## src/rtl/core/tse_pkg.sv

```systemverilog
// Shared types and constants of the TFTP session engine.
// No dependencies; imported by every module of the block.
`default_nettype none

package tse_pkg;

  localparam int SESSIONS   = 4;
  localparam int SES_W      = 2;
  localparam int MAX_BLOCK  = 1468;
  localparam int MAX_WINDOW = 8;
  localparam int OQ_DEPTH   = 4;

  localparam logic [1:0] MODE_REQ  = 2'd0;
  localparam logic [1:0] MODE_PKT  = 2'd1;
  localparam logic [1:0] MODE_TICK = 2'd2;

  localparam logic [15:0] OP_RRQ  = 16'd1;
  localparam logic [15:0] OP_WRQ  = 16'd2;
  localparam logic [15:0] OP_DATA = 16'd3;
  localparam logic [15:0] OP_ACK  = 16'd4;
  localparam logic [15:0] OP_ERR  = 16'd5;

  localparam logic [1:0] CFG_ENABLE  = 2'd0;
  localparam logic [1:0] CFG_TIMEOUT = 2'd1;
  localparam logic [1:0] CFG_RETRY   = 2'd2;
  localparam logic [1:0] CFG_DALLY   = 2'd3;

  typedef enum logic [1:0] {
    KIND_REQ,
    KIND_PKT,
    KIND_TICK,
    KIND_NONE
  } kind_e;

  typedef enum logic [2:0] {
    ACT_OACK,
    ACT_DATA,
    ACT_ACK,
    ACT_ERR_SES,
    ACT_WRITE,
    ACT_CLOSED,
    ACT_ERR_REQ,
    ACT_ERR_PEER
  } act_e;

  typedef enum logic [1:0] {
    ERR_UNDEF,
    ERR_ILLEGAL,
    ERR_TID
  } err_e;

  typedef struct packed {
    logic [1:0]       mode;
    logic [SES_W-1:0] session;
    logic [15:0]      opcode;
    logic [15:0]      block;
    logic [10:0]      payload_len;
    logic [31:0]      peer_ip;
    logic [15:0]      peer_port;
    logic [10:0]      req_blksize;
    logic [3:0]       req_window;
    logic             req_has_opts;
    logic [31:0]      file_length;
  } item_t;

  typedef struct packed {
    kind_e kind;
    item_t item;
  } entry_t;

  typedef struct packed {
    act_e             act;
    logic [SES_W-1:0] sess;
    logic [15:0]      blk;
    logic [31:0]      off;
    logic [10:0]      cnt;
    err_e             kind;
    logic [10:0]      obs;
    logic [3:0]       ow;
    logic             last;
  } res_t;

  typedef struct packed {
    logic [2:0] readers;
    logic       writers;
  } status_t;

endpackage

`default_nettype wire

```

## src/rtl/core/tse_front.sv

```systemverilog
// Front end: two-entry input queue that classifies each transaction by mode.
// Depends on tse_pkg.
`default_nettype none

module tse_front import tse_pkg::*; (
  input  wire logic   clk_i,
  input  wire logic   rst_ni,
  input  wire logic   push_i,
  input  wire item_t  item_i,
  output logic        full_o,
  output logic        valid_o,
  output entry_t      entry_o,
  input  wire logic   pop_i
);

  entry_t     q_q [2];
  logic       wp_q, rp_q;
  logic [1:0] cnt_q;
  entry_t     ent;
  logic       do_push, do_pop;

  always_comb begin
    ent.item = item_i;
    case (item_i.mode)
      MODE_REQ:  ent.kind = KIND_REQ;
      MODE_PKT:  ent.kind = KIND_PKT;
      MODE_TICK: ent.kind = KIND_TICK;
      default:   ent.kind = KIND_NONE;
    endcase
  end

  assign full_o  = (cnt_q == 2'd2);
  assign valid_o = (cnt_q != 2'd0);
  assign entry_o = q_q[rp_q];
  assign do_push = push_i && !full_o;
  assign do_pop  = pop_i && valid_o;

  always_ff @(posedge clk_i or negedge rst_ni) begin
    if (!rst_ni) begin
      wp_q  <= 1'b0;
      rp_q  <= 1'b0;
      cnt_q <= 2'd0;
    end else begin
      if (do_push) begin
        q_q[wp_q] <= ent;
        wp_q      <= !wp_q;
      end
      if (do_pop) rp_q <= !rp_q;
      cnt_q <= cnt_q + {1'b0, do_push} - {1'b0, do_pop};
    end
  end

endmodule

`default_nettype wire

```

## src/rtl/core/tse_back.sv

```systemverilog
// Back end: session table, sequencer for the actions of one transaction, and
// the result queue. Depends on tse_pkg.
`default_nettype none

module tse_back import tse_pkg::*; (
  input  wire logic   clk_i,
  input  wire logic   rst_ni,
  input  wire logic   valid_i,
  input  wire entry_t entry_i,
  output logic        pop_o,
  input  wire logic   cfg_we_i,
  input  wire logic [1:0] cfg_idx_i,
  input  wire logic [7:0] cfg_wdata_i,
  output logic        empty_o,
  output res_t        res_o,
  input  wire logic   pop_i,
  output status_t     status_o
);

  typedef enum logic [2:0] {
    PH_FREE, PH_OACK_RD, PH_READ, PH_OACK_WR, PH_WRITE, PH_DALLY
  } phase_e;

  typedef enum logic [3:0] {
    S_IDLE, S_REQ, S_PRE, S_PKT, S_ACK2, S_WIN, S_TICK, S_CLOSE, S_END
  } state_e;

  // config
  logic       en_q;
  logic [7:0] tmo_q, dally_cfg_q;
  logic [3:0] rlim_q;

  // session table
  phase_e      ph_q    [SESSIONS];
  logic [31:0] addr_q  [SESSIONS];
  logic [15:0] port_q  [SESSIONS];
  logic [10:0] bs_q    [SESSIONS];
  logic [3:0]  ws_q    [SESSIONS];
  logic [15:0] wf_q    [SESSIONS];
  logic [15:0] lbs_q   [SESSIONS];
  logic [31:0] wfp_q   [SESSIONS];
  logic [31:0] wb_q    [SESSIONS];
  logic        fin_q   [SESSIONS];
  logic [15:0] ne_q    [SESSIONS];
  logic [31:0] fsz_q   [SESSIONS];
  logic [7:0]  tk_q    [SESSIONS];
  logic [3:0]  rt_q    [SESSIONS];
  logic [7:0]  dl_q    [SESSIONS];
  logic [2:0]  rd_q;
  logic        wa_q;

  state_e           st_q;
  item_t            it_q;
  logic [SES_W-1:0] ws_s_q, tick_s_q, cs_q;
  logic             tret_q;
  logic [3:0]       i_q;
  logic [26:0]      prod_q;
  logic [15:0]      ackblk_q;
  res_t             pend_q;
  logic             pend_v_q;

  // result queue
  res_t       oq_q [OQ_DEPTH];
  logic [1:0] oq_wp_q, oq_rp_q;
  logic [2:0] oq_cnt_q;

  logic             can_emit, oq_pop, fr_found;
  logic [SES_W-1:0] fr_idx, ps;
  logic [15:0]      mul_a;
  logic [3:0]       fresh_rt;

  assign ps       = it_q.session;
  assign fresh_rt = (rlim_q == 4'd0) ? 4'd0 : rlim_q - 4'd1;
  assign can_emit = !pend_v_q || (oq_cnt_q != 3'(OQ_DEPTH));
  assign oq_pop   = pop_i && (oq_cnt_q != 3'd0);
  assign empty_o  = (oq_cnt_q == 3'd0);
  assign res_o    = oq_q[oq_rp_q];
  assign pop_o    = (st_q == S_IDLE) && valid_i;
  assign status_o = '{readers: rd_q, writers: wa_q};

  // lowest free session
  always_comb begin
    fr_found = 1'b0;
    fr_idx   = '0;
    for (int k = SESSIONS - 1; k >= 0; k--) begin
      if (ph_q[k] == PH_FREE) begin
        fr_found = 1'b1;
        fr_idx   = SES_W'(k);
      end
    end
  end

  assign mul_a = (ph_q[ps] == PH_READ) ? it_q.block - (wf_q[ps] - 16'd1)
                                       : it_q.block - 16'd1;

  always_ff @(posedge clk_i) begin
    prod_q <= mul_a * bs_q[ps];
  end

  always_ff @(posedge clk_i or negedge rst_ni) begin : seq
    logic             emit;
    res_t             r;
    logic             push;
    res_t             pd;
    logic [15:0]      blk, ws1, wblk;
    logic [31:0]      pos, diff;
    logic [10:0]      len, bsc;
    logic [3:0]       wsc;
    logic             wr, allow;
    logic [7:0]       tnext, dnext;
    logic [SES_W-1:0] s;
    state_e           st_n;
    logic [SES_W-1:0] ts_n;
    if (!rst_ni) begin
      en_q        <= 1'b1;
      tmo_q       <= 8'd5;
      rlim_q      <= 4'd3;
      dally_cfg_q <= 8'd3;
      for (int k = 0; k < SESSIONS; k++) ph_q[k] <= PH_FREE;
      rd_q     <= '0;
      wa_q     <= 1'b0;
      st_q     <= S_IDLE;
      pend_v_q <= 1'b0;
      oq_wp_q  <= '0;
      oq_rp_q  <= '0;
      oq_cnt_q <= '0;
    end else begin
      emit = 1'b0;
      r    = '0;
      push = 1'b0;
      pd   = pend_q;
      blk  = it_q.block;
      st_n = st_q;
      ts_n = tick_s_q;

      if (cfg_we_i) begin
        case (cfg_idx_i)
          CFG_ENABLE:  en_q        <= cfg_wdata_i[0];
          CFG_TIMEOUT: tmo_q       <= cfg_wdata_i;
          CFG_RETRY:   rlim_q      <= cfg_wdata_i[3:0];
          CFG_DALLY:   dally_cfg_q <= cfg_wdata_i;
          default:     ;
        endcase
      end

      case (st_q)
        S_IDLE: begin
          if (valid_i) begin
            it_q <= entry_i.item;
            case (entry_i.kind)
              KIND_REQ:  st_n = S_REQ;
              KIND_PKT:  st_n = S_PRE;
              KIND_TICK: begin
                ts_n = '0;
                st_n = S_TICK;
              end
              default:   st_n = S_END;
            endcase
          end
        end

        S_PRE: st_n = S_PKT;

        S_REQ: if (can_emit) begin
          wr    = (it_q.opcode == OP_WRQ);
          allow = wr ? (rd_q == 3'd0 && !wa_q)
                     : (!wa_q && rd_q < 3'(SESSIONS));
          s     = fr_idx;
          bsc   = (it_q.req_blksize < 11'd8) ? 11'd8 :
                  (it_q.req_blksize > 11'(MAX_BLOCK)) ? 11'(MAX_BLOCK) : it_q.req_blksize;
          wsc   = (it_q.req_window == 4'd0) ? 4'd1 :
                  (it_q.req_window > 4'(MAX_WINDOW)) ? 4'(MAX_WINDOW) : it_q.req_window;
          st_n  = S_END;
          if (!en_q) begin
            // disabled: silent
          end else if (it_q.opcode != OP_RRQ && it_q.opcode != OP_WRQ) begin
            emit = 1'b1; r.act = ACT_ERR_REQ; r.kind = ERR_ILLEGAL;
          end else if (!allow || !fr_found) begin
            emit = 1'b1; r.act = ACT_ERR_REQ; r.kind = ERR_UNDEF;
          end else begin
            addr_q[s] <= it_q.peer_ip;
            port_q[s] <= it_q.peer_port;
            bs_q[s]   <= bsc;
            ws_q[s]   <= wsc;
            wb_q[s]   <= '0;
            fin_q[s]  <= 1'b0;
            lbs_q[s]  <= '0;
            tk_q[s]   <= tmo_q;
            rt_q[s]   <= fresh_rt;
            wfp_q[s]  <= '0;
            r.sess    = s;
            if (!wr) begin
              rd_q     <= rd_q + 3'd1;
              wf_q[s]  <= 16'd1;
              fsz_q[s] <= it_q.file_length;
              ne_q[s]  <= '0;
              if (it_q.req_has_opts) begin
                ph_q[s] <= PH_OACK_RD;
                emit = 1'b1; r.act = ACT_OACK; r.obs = bsc; r.ow = wsc;
              end else begin
                ph_q[s] <= PH_READ;
                ws_s_q  <= s;
                tret_q  <= 1'b0;
                i_q     <= '0;
                st_n    = S_WIN;
              end
            end else begin
              wa_q     <= 1'b1;
              ne_q[s]  <= 16'd1;
              wf_q[s]  <= '0;
              fsz_q[s] <= '0;
              if (it_q.req_has_opts) begin
                ph_q[s] <= PH_OACK_WR;
                emit = 1'b1; r.act = ACT_OACK; r.obs = bsc; r.ow = wsc;
              end else begin
                ph_q[s] <= PH_WRITE;
                emit = 1'b1; r.act = ACT_ACK;
              end
            end
          end
        end

        S_PKT: if (can_emit) begin
          s      = ps;
          ws1    = wf_q[s] - 16'd1;
          r.sess = s;
          st_n   = S_END;
          if (ph_q[s] == PH_FREE) begin
            // not open
          end else if (it_q.peer_ip != addr_q[s] || it_q.peer_port != port_q[s]) begin
            emit = 1'b1; r.act = ACT_ERR_PEER; r.kind = ERR_TID;
          end else if (it_q.opcode == OP_ERR) begin
            cs_q   <= s;
            tret_q <= 1'b0;
            st_n   = S_CLOSE;
          end else begin
            case (ph_q[s])
              PH_DALLY: begin
                if (it_q.opcode == OP_DATA && blk == ne_q[s] - 16'd1) begin
                  emit = 1'b1; r.act = ACT_ACK; r.blk = blk;
                end
              end
              PH_OACK_RD: begin
                if (it_q.opcode == OP_ACK && blk == 16'd0) begin
                  ph_q[s] <= PH_READ;
                  tk_q[s] <= tmo_q;
                  rt_q[s] <= fresh_rt;
                  ws_s_q  <= s;
                  tret_q  <= 1'b0;
                  i_q     <= '0;
                  st_n    = S_WIN;
                end
              end
              PH_READ: begin
                if (it_q.opcode == OP_ACK && blk >= ws1) begin
                  tk_q[s] <= tmo_q;
                  rt_q[s] <= fresh_rt;
                  if (blk == lbs_q[s]) begin
                    if (fin_q[s]) begin
                      cs_q   <= s;
                      tret_q <= 1'b0;
                      st_n   = S_CLOSE;
                    end else begin
                      wfp_q[s] <= wfp_q[s] + wb_q[s];
                      wf_q[s]  <= blk + 16'd1;
                      ws_s_q   <= s;
                      tret_q   <= 1'b0;
                      i_q      <= '0;
                      st_n     = S_WIN;
                    end
                  end else if (blk >= wf_q[s] && blk < lbs_q[s]) begin
                    wfp_q[s] <= wfp_q[s] + {5'd0, prod_q};
                    wf_q[s]  <= blk + 16'd1;
                    ws_s_q   <= s;
                    tret_q   <= 1'b0;
                    i_q      <= '0;
                    st_n     = S_WIN;
                  end
                end
              end
              PH_OACK_WR, PH_WRITE: begin
                if (it_q.opcode == OP_DATA &&
                    (ph_q[s] == PH_WRITE || blk == 16'd1)) begin
                  // a short block in order moves the session to dally
                  ph_q[s] <= (blk == ne_q[s] && it_q.payload_len < bs_q[s]) ? PH_DALLY
                                                                              : PH_WRITE;
                  if (blk == ne_q[s] - 16'd1) begin
                    emit = 1'b1; r.act = ACT_ACK; r.blk = blk;
                  end else if (blk == ne_q[s]) begin
                    emit = 1'b1; r.act = ACT_WRITE; r.blk = blk;
                    r.off = {5'd0, prod_q}; r.cnt = it_q.payload_len;
                    ne_q[s]  <= ne_q[s] + 16'd1;
                    tk_q[s]  <= tmo_q;
                    rt_q[s]  <= fresh_rt;
                    ackblk_q <= blk;
                    if (it_q.payload_len < bs_q[s]) begin
                      dl_q[s] <= dally_cfg_q;
                    end
                    st_n = S_ACK2;
                  end
                end
              end
              default: ;
            endcase
          end
        end

        S_ACK2: if (can_emit) begin
          emit = 1'b1; r.act = ACT_ACK; r.sess = ps; r.blk = ackblk_q;
          st_n = S_END;
        end

        // one data block per cycle while the result queue has room
        S_WIN: if (can_emit) begin
          s    = ws_s_q;
          wblk = wf_q[s] + {12'd0, i_q};
          pos  = wfp_q[s] + (i_q == 4'd0 ? 32'd0 : wb_q[s]);
          diff = fsz_q[s] - pos;
          len  = (pos < fsz_q[s]) ? ((diff > {21'd0, bs_q[s]}) ? bs_q[s] : diff[10:0])
                                  : 11'd0;
          emit = 1'b1; r.act = ACT_DATA; r.sess = s; r.blk = wblk; r.off = pos; r.cnt = len;
          wb_q[s]  <= (i_q == 4'd0 ? 32'd0 : wb_q[s]) + {21'd0, len};
          lbs_q[s] <= wblk;
          fin_q[s] <= (len < bs_q[s]);
          i_q      <= i_q + 4'd1;
          if (len < bs_q[s] || i_q + 4'd1 == ws_q[s]) begin
            if (!tret_q) st_n = S_END;
            else if (tick_s_q == SES_W'(SESSIONS - 1)) st_n = S_END;
            else begin
              ts_n = tick_s_q + 1'b1;
              st_n = S_TICK;
            end
          end
        end

        // walk the sessions, one per cycle unless the result queue is full or a close or window comes between
        S_TICK: if (can_emit) begin
          s      = tick_s_q;
          tnext  = (tk_q[s] != 8'd0) ? tk_q[s] - 8'd1 : 8'd0;
          dnext  = (dl_q[s] != 8'd0) ? dl_q[s] - 8'd1 : 8'd0;
          r.sess = s;
          if (tick_s_q == SES_W'(SESSIONS - 1)) st_n = S_END;
          else ts_n = tick_s_q + 1'b1;
          if (ph_q[s] == PH_FREE) begin
            // nothing
          end else if (ph_q[s] == PH_DALLY) begin
            dl_q[s] <= dnext;
            if (dnext == 8'd0) begin
              cs_q   <= s;
              tret_q <= 1'b1;
              ts_n   = tick_s_q;
              st_n   = S_CLOSE;
            end
          end else begin
            if (tnext == 8'd0) begin
              if (rt_q[s] == 4'd0) begin
                tk_q[s] <= tnext;
                emit = 1'b1; r.act = ACT_ERR_SES; r.kind = ERR_UNDEF;
                cs_q   <= s;
                tret_q <= 1'b1;
                ts_n   = tick_s_q;
                st_n   = S_CLOSE;
              end else begin
                rt_q[s] <= rt_q[s] - 4'd1;
                tk_q[s] <= tmo_q;
                case (ph_q[s])
                  PH_OACK_RD, PH_OACK_WR: begin
                    emit = 1'b1; r.act = ACT_OACK; r.obs = bs_q[s]; r.ow = ws_q[s];
                  end
                  PH_READ: begin
                    ws_s_q <= s;
                    tret_q <= 1'b1;
                    i_q    <= '0;
                    ts_n   = tick_s_q;
                    st_n   = S_WIN;
                  end
                  PH_WRITE: begin
                    emit = 1'b1; r.act = ACT_ACK; r.blk = ne_q[s] - 16'd1;
                  end
                  default: ;
                endcase
              end
            end else begin
              tk_q[s] <= tnext;
            end
          end
        end

        S_CLOSE: if (can_emit) begin
          s = cs_q;
          emit = 1'b1; r.act = ACT_CLOSED; r.sess = s;
          if (ph_q[s] == PH_OACK_RD || ph_q[s] == PH_READ) begin
            if (rd_q != 3'd0) rd_q <= rd_q - 3'd1;
          end else begin
            wa_q <= 1'b0;
          end
          ph_q[s] <= PH_FREE;
          if (!tret_q) st_n = S_END;
          else if (tick_s_q == SES_W'(SESSIONS - 1)) st_n = S_END;
          else begin
            ts_n = tick_s_q + 1'b1;
            st_n = S_TICK;
          end
        end

        // flush the held result, marked last
        S_END: begin
          if (!pend_v_q) st_n = S_IDLE;
          else if (oq_cnt_q != 3'(OQ_DEPTH)) begin
            push     = 1'b1;
            pd.last  = 1'b1;
            pend_v_q <= 1'b0;
            st_n     = S_IDLE;
          end
        end

        default: st_n = S_IDLE;
      endcase

      st_q     <= st_n;
      tick_s_q <= ts_n;

      // a new result pushes the held one out, not last
      if (emit) begin
        if (pend_v_q) begin
          push    = 1'b1;
          pd.last = 1'b0;
        end
        r.last   = 1'b0;
        pend_q   <= r;
        pend_v_q <= 1'b1;
      end

      if (push) begin
        oq_q[oq_wp_q] <= pd;
        oq_wp_q       <= oq_wp_q + 2'd1;
      end
      if (oq_pop) oq_rp_q <= oq_rp_q + 2'd1;
      oq_cnt_q <= oq_cnt_q + {2'd0, push} - {2'd0, oq_pop};
    end
  end

endmodule

`default_nettype wire

```

## src/rtl/core/tftp_session_engine.sv

```systemverilog
// Top level of the TFTP session engine: input queue, session back end, ports.
// Depends on tse_pkg, tse_front and tse_back.
`default_nettype none

// TFTP server session table for four sessions with blksize and windowsize
// options. Items enter through a two-deep queue (push/full) and results leave
// through a four-deep queue (empty/pop); last marks the final result of each
// item. The back end handles one item at a time and produces at most one
// result per cycle. A request may open a read straight into a window, a
// session packet may send the next window, and a tick walks the four
// sessions in turn, retransmitting or closing where a session needs it.
// Configuration writes take effect at once and should be made while the
// block is idle. Stalls on the result side hold the back end but not the
// input queue.

module tftp_session_engine import tse_pkg::*; (
  input  wire logic        clk_i,
  input  wire logic        rst_ni,
  input  wire logic        push,
  output logic             full,
  input  wire logic [1:0]  mode_i,
  input  wire logic [1:0]  session_i,
  input  wire logic [15:0] opcode_i,
  input  wire logic [15:0] block_i,
  input  wire logic [10:0] payload_len_i,
  input  wire logic [31:0] peer_ip_i,
  input  wire logic [15:0] peer_port_i,
  input  wire logic [10:0] req_blksize_i,
  input  wire logic [3:0]  req_window_i,
  input  wire logic        req_has_opts_i,
  input  wire logic [31:0] file_length_i,
  input  wire logic        cfg_we_i,
  input  wire logic [1:0]  cfg_idx_i,
  input  wire logic [7:0]  cfg_wdata_i,
  output logic             empty,
  input  wire logic        pop,
  output logic [2:0]       action_o,
  output logic [1:0]       session_out_o,
  output logic [15:0]      block_out_o,
  output logic [31:0]      byte_offset_o,
  output logic [10:0]      byte_count_o,
  output logic [1:0]       error_kind_o,
  output logic [10:0]      oack_blksize_o,
  output logic [3:0]       oack_window_o,
  output logic             last_o
);

  item_t   item;
  entry_t  entry;
  logic    f_valid, f_pop;
  res_t    res;
  status_t status;

  assign item = '{mode: mode_i, session: session_i, opcode: opcode_i, block: block_i,
                  payload_len: payload_len_i, peer_ip: peer_ip_i,
                  peer_port: peer_port_i, req_blksize: req_blksize_i,
                  req_window: req_window_i, req_has_opts: req_has_opts_i,
                  file_length: file_length_i};

  // front: queue and classification
  tse_front u_front (
    .clk_i   (clk_i),
    .rst_ni  (rst_ni),
    .push_i  (push),
    .item_i  (item),
    .full_o  (full),
    .valid_o (f_valid),
    .entry_o (entry),
    .pop_i   (f_pop)
  );

  // back: session table, sequencer and result queue
  tse_back u_back (
    .clk_i       (clk_i),
    .rst_ni      (rst_ni),
    .valid_i     (f_valid),
    .entry_i     (entry),
    .pop_o       (f_pop),
    .cfg_we_i    (cfg_we_i),
    .cfg_idx_i   (cfg_idx_i),
    .cfg_wdata_i (cfg_wdata_i),
    .empty_o     (empty),
    .res_o       (res),
    .pop_i       (pop),
    .status_o    (status)
  );

  assign action_o       = res.act;
  assign session_out_o  = res.sess;
  assign block_out_o    = res.blk;
  assign byte_offset_o  = res.off;
  assign byte_count_o   = res.cnt;
  assign error_kind_o   = res.kind;
  assign oack_blksize_o = res.obs;
  assign oack_window_o  = res.ow;
  assign last_o         = res.last;

  // readers and the writer exclude each other
  a_rw_excl: assert property (@(posedge clk_i) disable iff (!rst_ni)
    !(status.writers && status.readers != 3'd0))
    else $error("reader and writer sessions open together");

  // reader count never exceeds the table size
  a_rd_bound: assert property (@(posedge clk_i) disable iff (!rst_ni)
    status.readers <= 3'(SESSIONS))
    else $error("reader count out of range");

  // a new writer can only appear while no readers are open
  a_wr_open: assert property (@(posedge clk_i) disable iff (!rst_ni)
    $rose(status.writers) |-> $past(status.readers) == 3'd0)
    else $error("writer opened while readers active");

endmodule

`default_nettype wire

```

## config.mk

```make
export PLATFORM = sky130hd
export DESIGN_NAME = tftp_session_engine
export DESIGN_NICKNAME = d
export VERILOG_FILES = /design/src/rtl/core/tse_pkg.sv /design/src/rtl/core/tse_front.sv /design/src/rtl/core/tse_back.sv /design/src/rtl/core/tftp_session_engine.sv
export SDC_FILE = /design/constraint.sdc
export NUM_CORES = 2
export LEC_CHECK = 0
export CAP_MARGIN = 20
export CORE_UTILIZATION = 58
export CTS_CLUSTER_DIAMETER = 200
export DETAILED_ROUTE_END_ITERATION = 8
export DONT_BUFFER_PORTS = 1
export GPL_ROUTABILITY_DRIVEN = 1
export PLACE_DENSITY = 0.76
export SLEW_MARGIN = 10
export SYNTH_ARGS = -nofsm -noshare
export SYNTH_HDL_FRONTEND = slang
export SYNTH_SLANG_ARGS = --single-unit
```

## constraint.sdc

```tcl
create_clock -name clk_i -period 14.3 [get_ports clk_i]
set_input_delay 0.715 -clock clk_i [delete_from_list [all_inputs] [get_ports clk_i]]
set_output_delay 0.715 -clock clk_i [all_outputs]
set_load 0.02 [all_outputs]
```

=== Word level (Yosys, flattened, before mapping) ===
Memories as Yosys holds them, arrays and structs flattened. A register that Yosys moved wholly into a read port is not among the register bits.
Cells that the tools add are included.

* Flip-flop bits (word level): 329
* Bits in latches: 0
* RAM bits: 1530
* Bits in read-only memories: 0
* Bits of input ports: 158
* Output and inout bits: 84
* Word-level logic and storage cells: 814
* Memories: 16

{| class="wikitable"
|+ Memory list
! memory !! words !! bits a word !! rd ports !! clocked after Yosys merged registers in !! wr ports !! RTL line !! text
|-
| u_back.oq_q || 4 || 82 || 1 || 0 || 1 || tse_back.sv:63 || <nowiki>res_t oq_q [OQ_DEPTH];</nowiki>
|-
| u_front.q_q || 2 || 145 || 1 || 0 || 1 || tse_front.sv:16 || <nowiki>entry_t q_q [2];</nowiki>
|-
| u_back.addr_q || 4 || 32 || 1 || 1 || 1 || tse_back.sv:35 || <nowiki>logic [31:0] addr_q [SESSIONS];</nowiki>
|-
| u_back.fsz_q || 4 || 32 || 1 || 1 || 1 || tse_back.sv:45 || <nowiki>logic [31:0] fsz_q [SESSIONS];</nowiki>
|-
| u_back.wb_q || 4 || 32 || 2 || 2 || 1 || tse_back.sv:42 || <nowiki>logic [31:0] wb_q [SESSIONS];</nowiki>
|-
| u_back.wfp_q || 4 || 32 || 2 || 2 || 1 || tse_back.sv:41 || <nowiki>logic [31:0] wfp_q [SESSIONS];</nowiki>
|-
| +10 memories || -- || -- || -- || -- || -- || -- ||
|}

* Add/subtract/negate cells: 27
* Multiply operators: 1
* Divide/modulo/power cells: 0
* Order comparisons: 18
* Eq/ne operators: 92
* Shift-type cells: 0
* Mux-type cells: 474
* Bitwise operators: 36
* Reductions and logical operators: 107

{| class="wikitable"
|+ Operators by type and width
! operator !! count
|-
| 4-bit 2-to-1 mux || 63
|-
| 59-bit 2-to-1 mux || 4
|-
| 16-bit 2-to-1 mux || 14
|-
| 1-bit 2-to-1 mux || 186
|-
| 2-bit 2-to-1 mux || 93
|-
| 12-bit 2-to-1 mux || 14
|-
| 32-bit 2-to-1 mux || 5
|-
| 15-bit 2-to-1 mux || 6
|-
| 3-bit 2-to-1 mux || 29
|-
| 43-bit 2-to-1 mux || 2
|-
| 43-bit one-hot mux with 2 select lines || 1
|-
| 17-bit 2-to-1 mux || 5
|-
| 8-bit 2-to-1 mux || 9
|-
| 66-bit 2-to-1 mux || 1
|-
| 32-bit adder || 2
|-
| 16-bit one-hot mux with 4 select lines || 1
|-
| 32-bit OR reduction || 2
|-
| 16-bit by 1-bit subtractor with 16-bit output, second input constant || 4
|-
| 62-bit 2-to-1 mux || 1
|-
| 61-bit 2-to-1 mux || 1
|-
| 16-bit equality test || 3
|-
| 16-bit OR reduction || 3
|-
| 11-bit 2-to-1 mux || 4
|-
| 12-bit one-hot mux with 3 select lines || 1
|-
| other kinds (116) || 301
|}

=== Logic depth before layout (Yosys ltp) ===
* Depth after elaboration: 20
* Depth in mapped cells: 60
* Gate-level depth less buffers: 49

=== Hierarchy ===
From an unflattened synthesis, not the netlist that was laid out.

* Cell total of the unflattened synthesis: 6007
* Area total of the unflattened synthesis: 90864.6 µm²

{| class="wikitable"
|+ Modules (own cells, without submodules)
! module !! instances !! cells an instance !! area an instance (µm²) !! seq. area each (µm²)
|-
| tse_back || 1 || 5536 || 80104.3 || 46608.5
|-
| tse_front || 1 || 471 || 10760.3 || 8808.4
|}

=== Least setup slack after synthesis ===
Ideal clock, no wire load.

* Path kind: reg2reg
* From: register with a tool-made name
* To: memory u_back.wb_q[0][30] (data pin)
* Library setup time: 0.179 ns
* Data arrival time: 13.819 ns
* Required time: 14.121 ns
* Slack: 0.302 ns
* Stages on the path, launching flop included: 59
* Cell sequence: dfxtp_1 buf_4 buf_6 buf_1 clkbuf_1 clkbuf_1 buf_1 buf_1 clkbuf_1 clkbuf_1 buf_1 mux4_2 and2_1 ha_1 a21o_1 a21oi_1 nor2b_1 clkbuf_1 [... 23 more ...] a2bb2oi_1 nor4_1 o2111ai_2 nor3_1 clkbuf_1 a21oi_1 nor2_1 xor2_1 ha_1 inv_1 o211ai_1 maj3_1 a2111oi_0 or4b_1 buf_2 o211a_4 or3_1 a21oi_1

{| class="wikitable"
|+ RTL lines
! element !! RTL line
|-
| end, declared || tse_back.sv:42
|}

==> reports/results.ini <==
[global_routing]
antenna_found_initial=12
grt_overflow=0
grt_pass1_vias=55310
grt_max_degree=112
grt_usage=0.3015
grt_pass1_wl_um=351000

[worst_setup_path]
critical_path_peak_fanout=40
critPathArrivalTime_ps=13000
slowest_stage=o211ai_1
rr_worst_depth=46
cp-start-kind=flip-flop
path_class=reg2reg
slowest_delay_ps=960
end_kind=flip-flop
crit_required_ps=14880

[die]
die_w_um=397.1
die_h_um=397.1
dieArea_mm2=0.1577
start_util=0.5856
io-pin-count=242
rows=144
fp.coreArea_mm2=0.1546

[sta]
max-slew-margin-rel=0.2245
max_freq_ghz=0.08054
final.setup.tns_ps=0
period_needed_ps=12420
min_period_over_period=0.8683
timing.final.max_slew_violations=0
final-hold-violation-count=0
fin_skew_ps=82.42
rsz0062_at_grt=no
worstMarginPinSlew_ps=1158
finalSetupViolations=0

[yosys]
synth_ff_type=edfxtp_1
async_flop_share=0.02848
synth_edf_count=1775
yosys-top-cells-area=edfxtp_1 59%, mux4_2 11%, ha_1 3.7%, fa_1 2.9%, mux2_2 2.5%
synth_top_area_cell=edfxtp_1
avgSynthCellArea_um2=15.07
yosysMostFrequentCell=edfxtp_1
synth_cells=6007
synth_top_area_frac=0.5888
syn_area_mm2=0.09052
ys_top_cells_by_count=1775 x edfxtp_1, 438 x mux4_2, 414 x nand2_1
ys_seq_area_frac=0.6109
synthDistinctLibCells=101
synth_fp_nets=6563
synth_warnings=0
synth-seq-cells=1861

[route]
drt-initial-drc-count=6278
dr.pass1.iters=9
drcViolationCount=22
drt-total-wl_um=237800
routedWlPerCell_um=28.28
ant_nets=0
vias_per_cell=6.520
vias=54820

[cts]
cts_max_level=4
cts_sinks=1861
clock_path_buffers=3
cts.root.buffer_cell=clkbuf_16
ctsResizeCount=0
cts_tree=built
clk_pin_slew_worst_paths_ps=60
clk_latency_ps=870
numCtsBuffers=182

[placement]
port-buffer-count=0
place.gp.congestion=0.9594
dp_hpwl_um=156500

[layout]
fin_util=0.6531
final_layout_size_suffix_gt1_frac=0.1751
area_delta_synth_final_pct=11.53
nets=6755

[worst_hold_path]
hold_path_class=in2reg
hold-path-cell-count=2

[run]
maxCapViolCount=0

[outcome]
status=complete, but fails checks
violations=design-rule violations

[per-layer routing]
metal  track usage  routed length [um]  vias up
met1        0.3976               89640    27880
met2        0.4888              115400     2972
met5             0                  75        -
li1              -                   -    23400
met3       0.05689               21400      564
met4        0.1378               11250       10
[sequential cells by signal, indices dropped and copies added (netlist names), 8 cells and up, named ones only]
signal / count
u_back.lbs_q: 64
u_back.dally_cfg_q: 8
u_back.pend_q: 81
u_back.prod_q: 27
u_front.q_q: 286
u_back.tk_q: 32
u_back.tmo_q: 8
u_back.bs_q: 44
u_back.wfp_q: 128
u_back.oq_q: 328
u_back.wb_q: 128
u_back.wf_q: 64
u_back.rt_q: 16
u_back.ackblk_q: 16
u_back.port_q: 64
u_back.ne_q: 64
u_back.dl_q: 32
u_back.fsz_q: 128
u_back.it_q: 139
u_back.ws_q: 16
u_back.addr_q: 128
[worst paths after layout]
kind | endpoint | from | slack [ps]
setup / recovery | u_back.wb_q[0][22] | flip-flop | 1880
hold / removal | u_back.en_q | cfg_idx_i[1] | 130
setup reg to reg | u_back.wb_q[0][22] | flip-flop | 1880
hold reg to reg | u_front.cnt_q[1] | u_front.cnt_q[1] | 490
max in group asynchronous | u_back.oq_rp_q[0] | rst_ni | 13560
min in group asynchronous | u_back.dally_cfg_q[5] | rst_ni | 420
[metrics by stage]
| stage | setup slack (ps) | cell area [um2] | hold WS [ps] | std cells |
|---|---|---|---|---|
| 2_1_floorplan | 301.8 | 90520 | 419.4 | 6007 |
| 3_3_place_gp | 2136 | 93160 | 421.9 | 7901 |
| 3_5_place_dp | 1988 | 93170 | 421.7 | 7902 |
| 4_1_cts | 1920 | 100900 | 82.57 | 8397 |
| 5_1_grt | 802.0 | 100900 | 104.7 | 8403 |
| 6_report | 1883 | 101000 | 133.0 | 8408 |
[placed cells by master, fill, tap and decap left out, types with 98 or more instances in the layout]
cell type      instances
mux4_2               438
edfxtp_1            1775
nor2_1               316
inv_1                327
clkbuf_16            185
nor3_1               104
fa_1                 131
ha_1                 267
dlygate4sd3_1        152
buf_4                115
nor2b_1               98
nand2_1              413
mux2_2               203
o21ai_0              206
a21oi_1              191
xnor2_1              213
[repair_timing]
item | 4_1_cts | 5_1_grt
setup buffers | 0 | 0
hold buffers | 153 | 0
endpoints found under the hold margin | 360 | 0
[final cells by class]
cell class | count | area [um2]
Clock inverter | 118 | 1388
Inverter | 329 | 1240
Multi-Input combinational cell | 3554 | 33160
Timing Repair Buffer | 271 | 2472
Tap cell | 2044 | 2557
Sequential cell | 1861 | 55330
Clock buffer | 224 | 4796
Fill cell | 10430 | 53630
Antenna cell | 7 | 17.52
[worst max-delay path: cells and delay by family (launching register included)]
kind	cells	cell delay, ps
xor+xnor	1	310
flops	1	890
buf+inv	3	530
simple gates	12	2790
fa+ha+maj	5	1400
mux	3	820
compound gates	22	5430
[cell families after synthesis]
family | after synthesis | share of synthesized area
AOI/OAI and AO/OA | 815 | 0.05876
xor gates and xnor gates | 303 | 0.02970
adders and majority gates | 400 | 0.06610
buffers and inverters | 592 | 0.02485
DFF | 1861 | 0.6109
muxes | 667 | 0.1371
and+or+nand+nor | 1369 | 0.07262
Power is not shown: default switching activity piles up to over one toggle a cycle in this logic, so the estimate is an artifact.
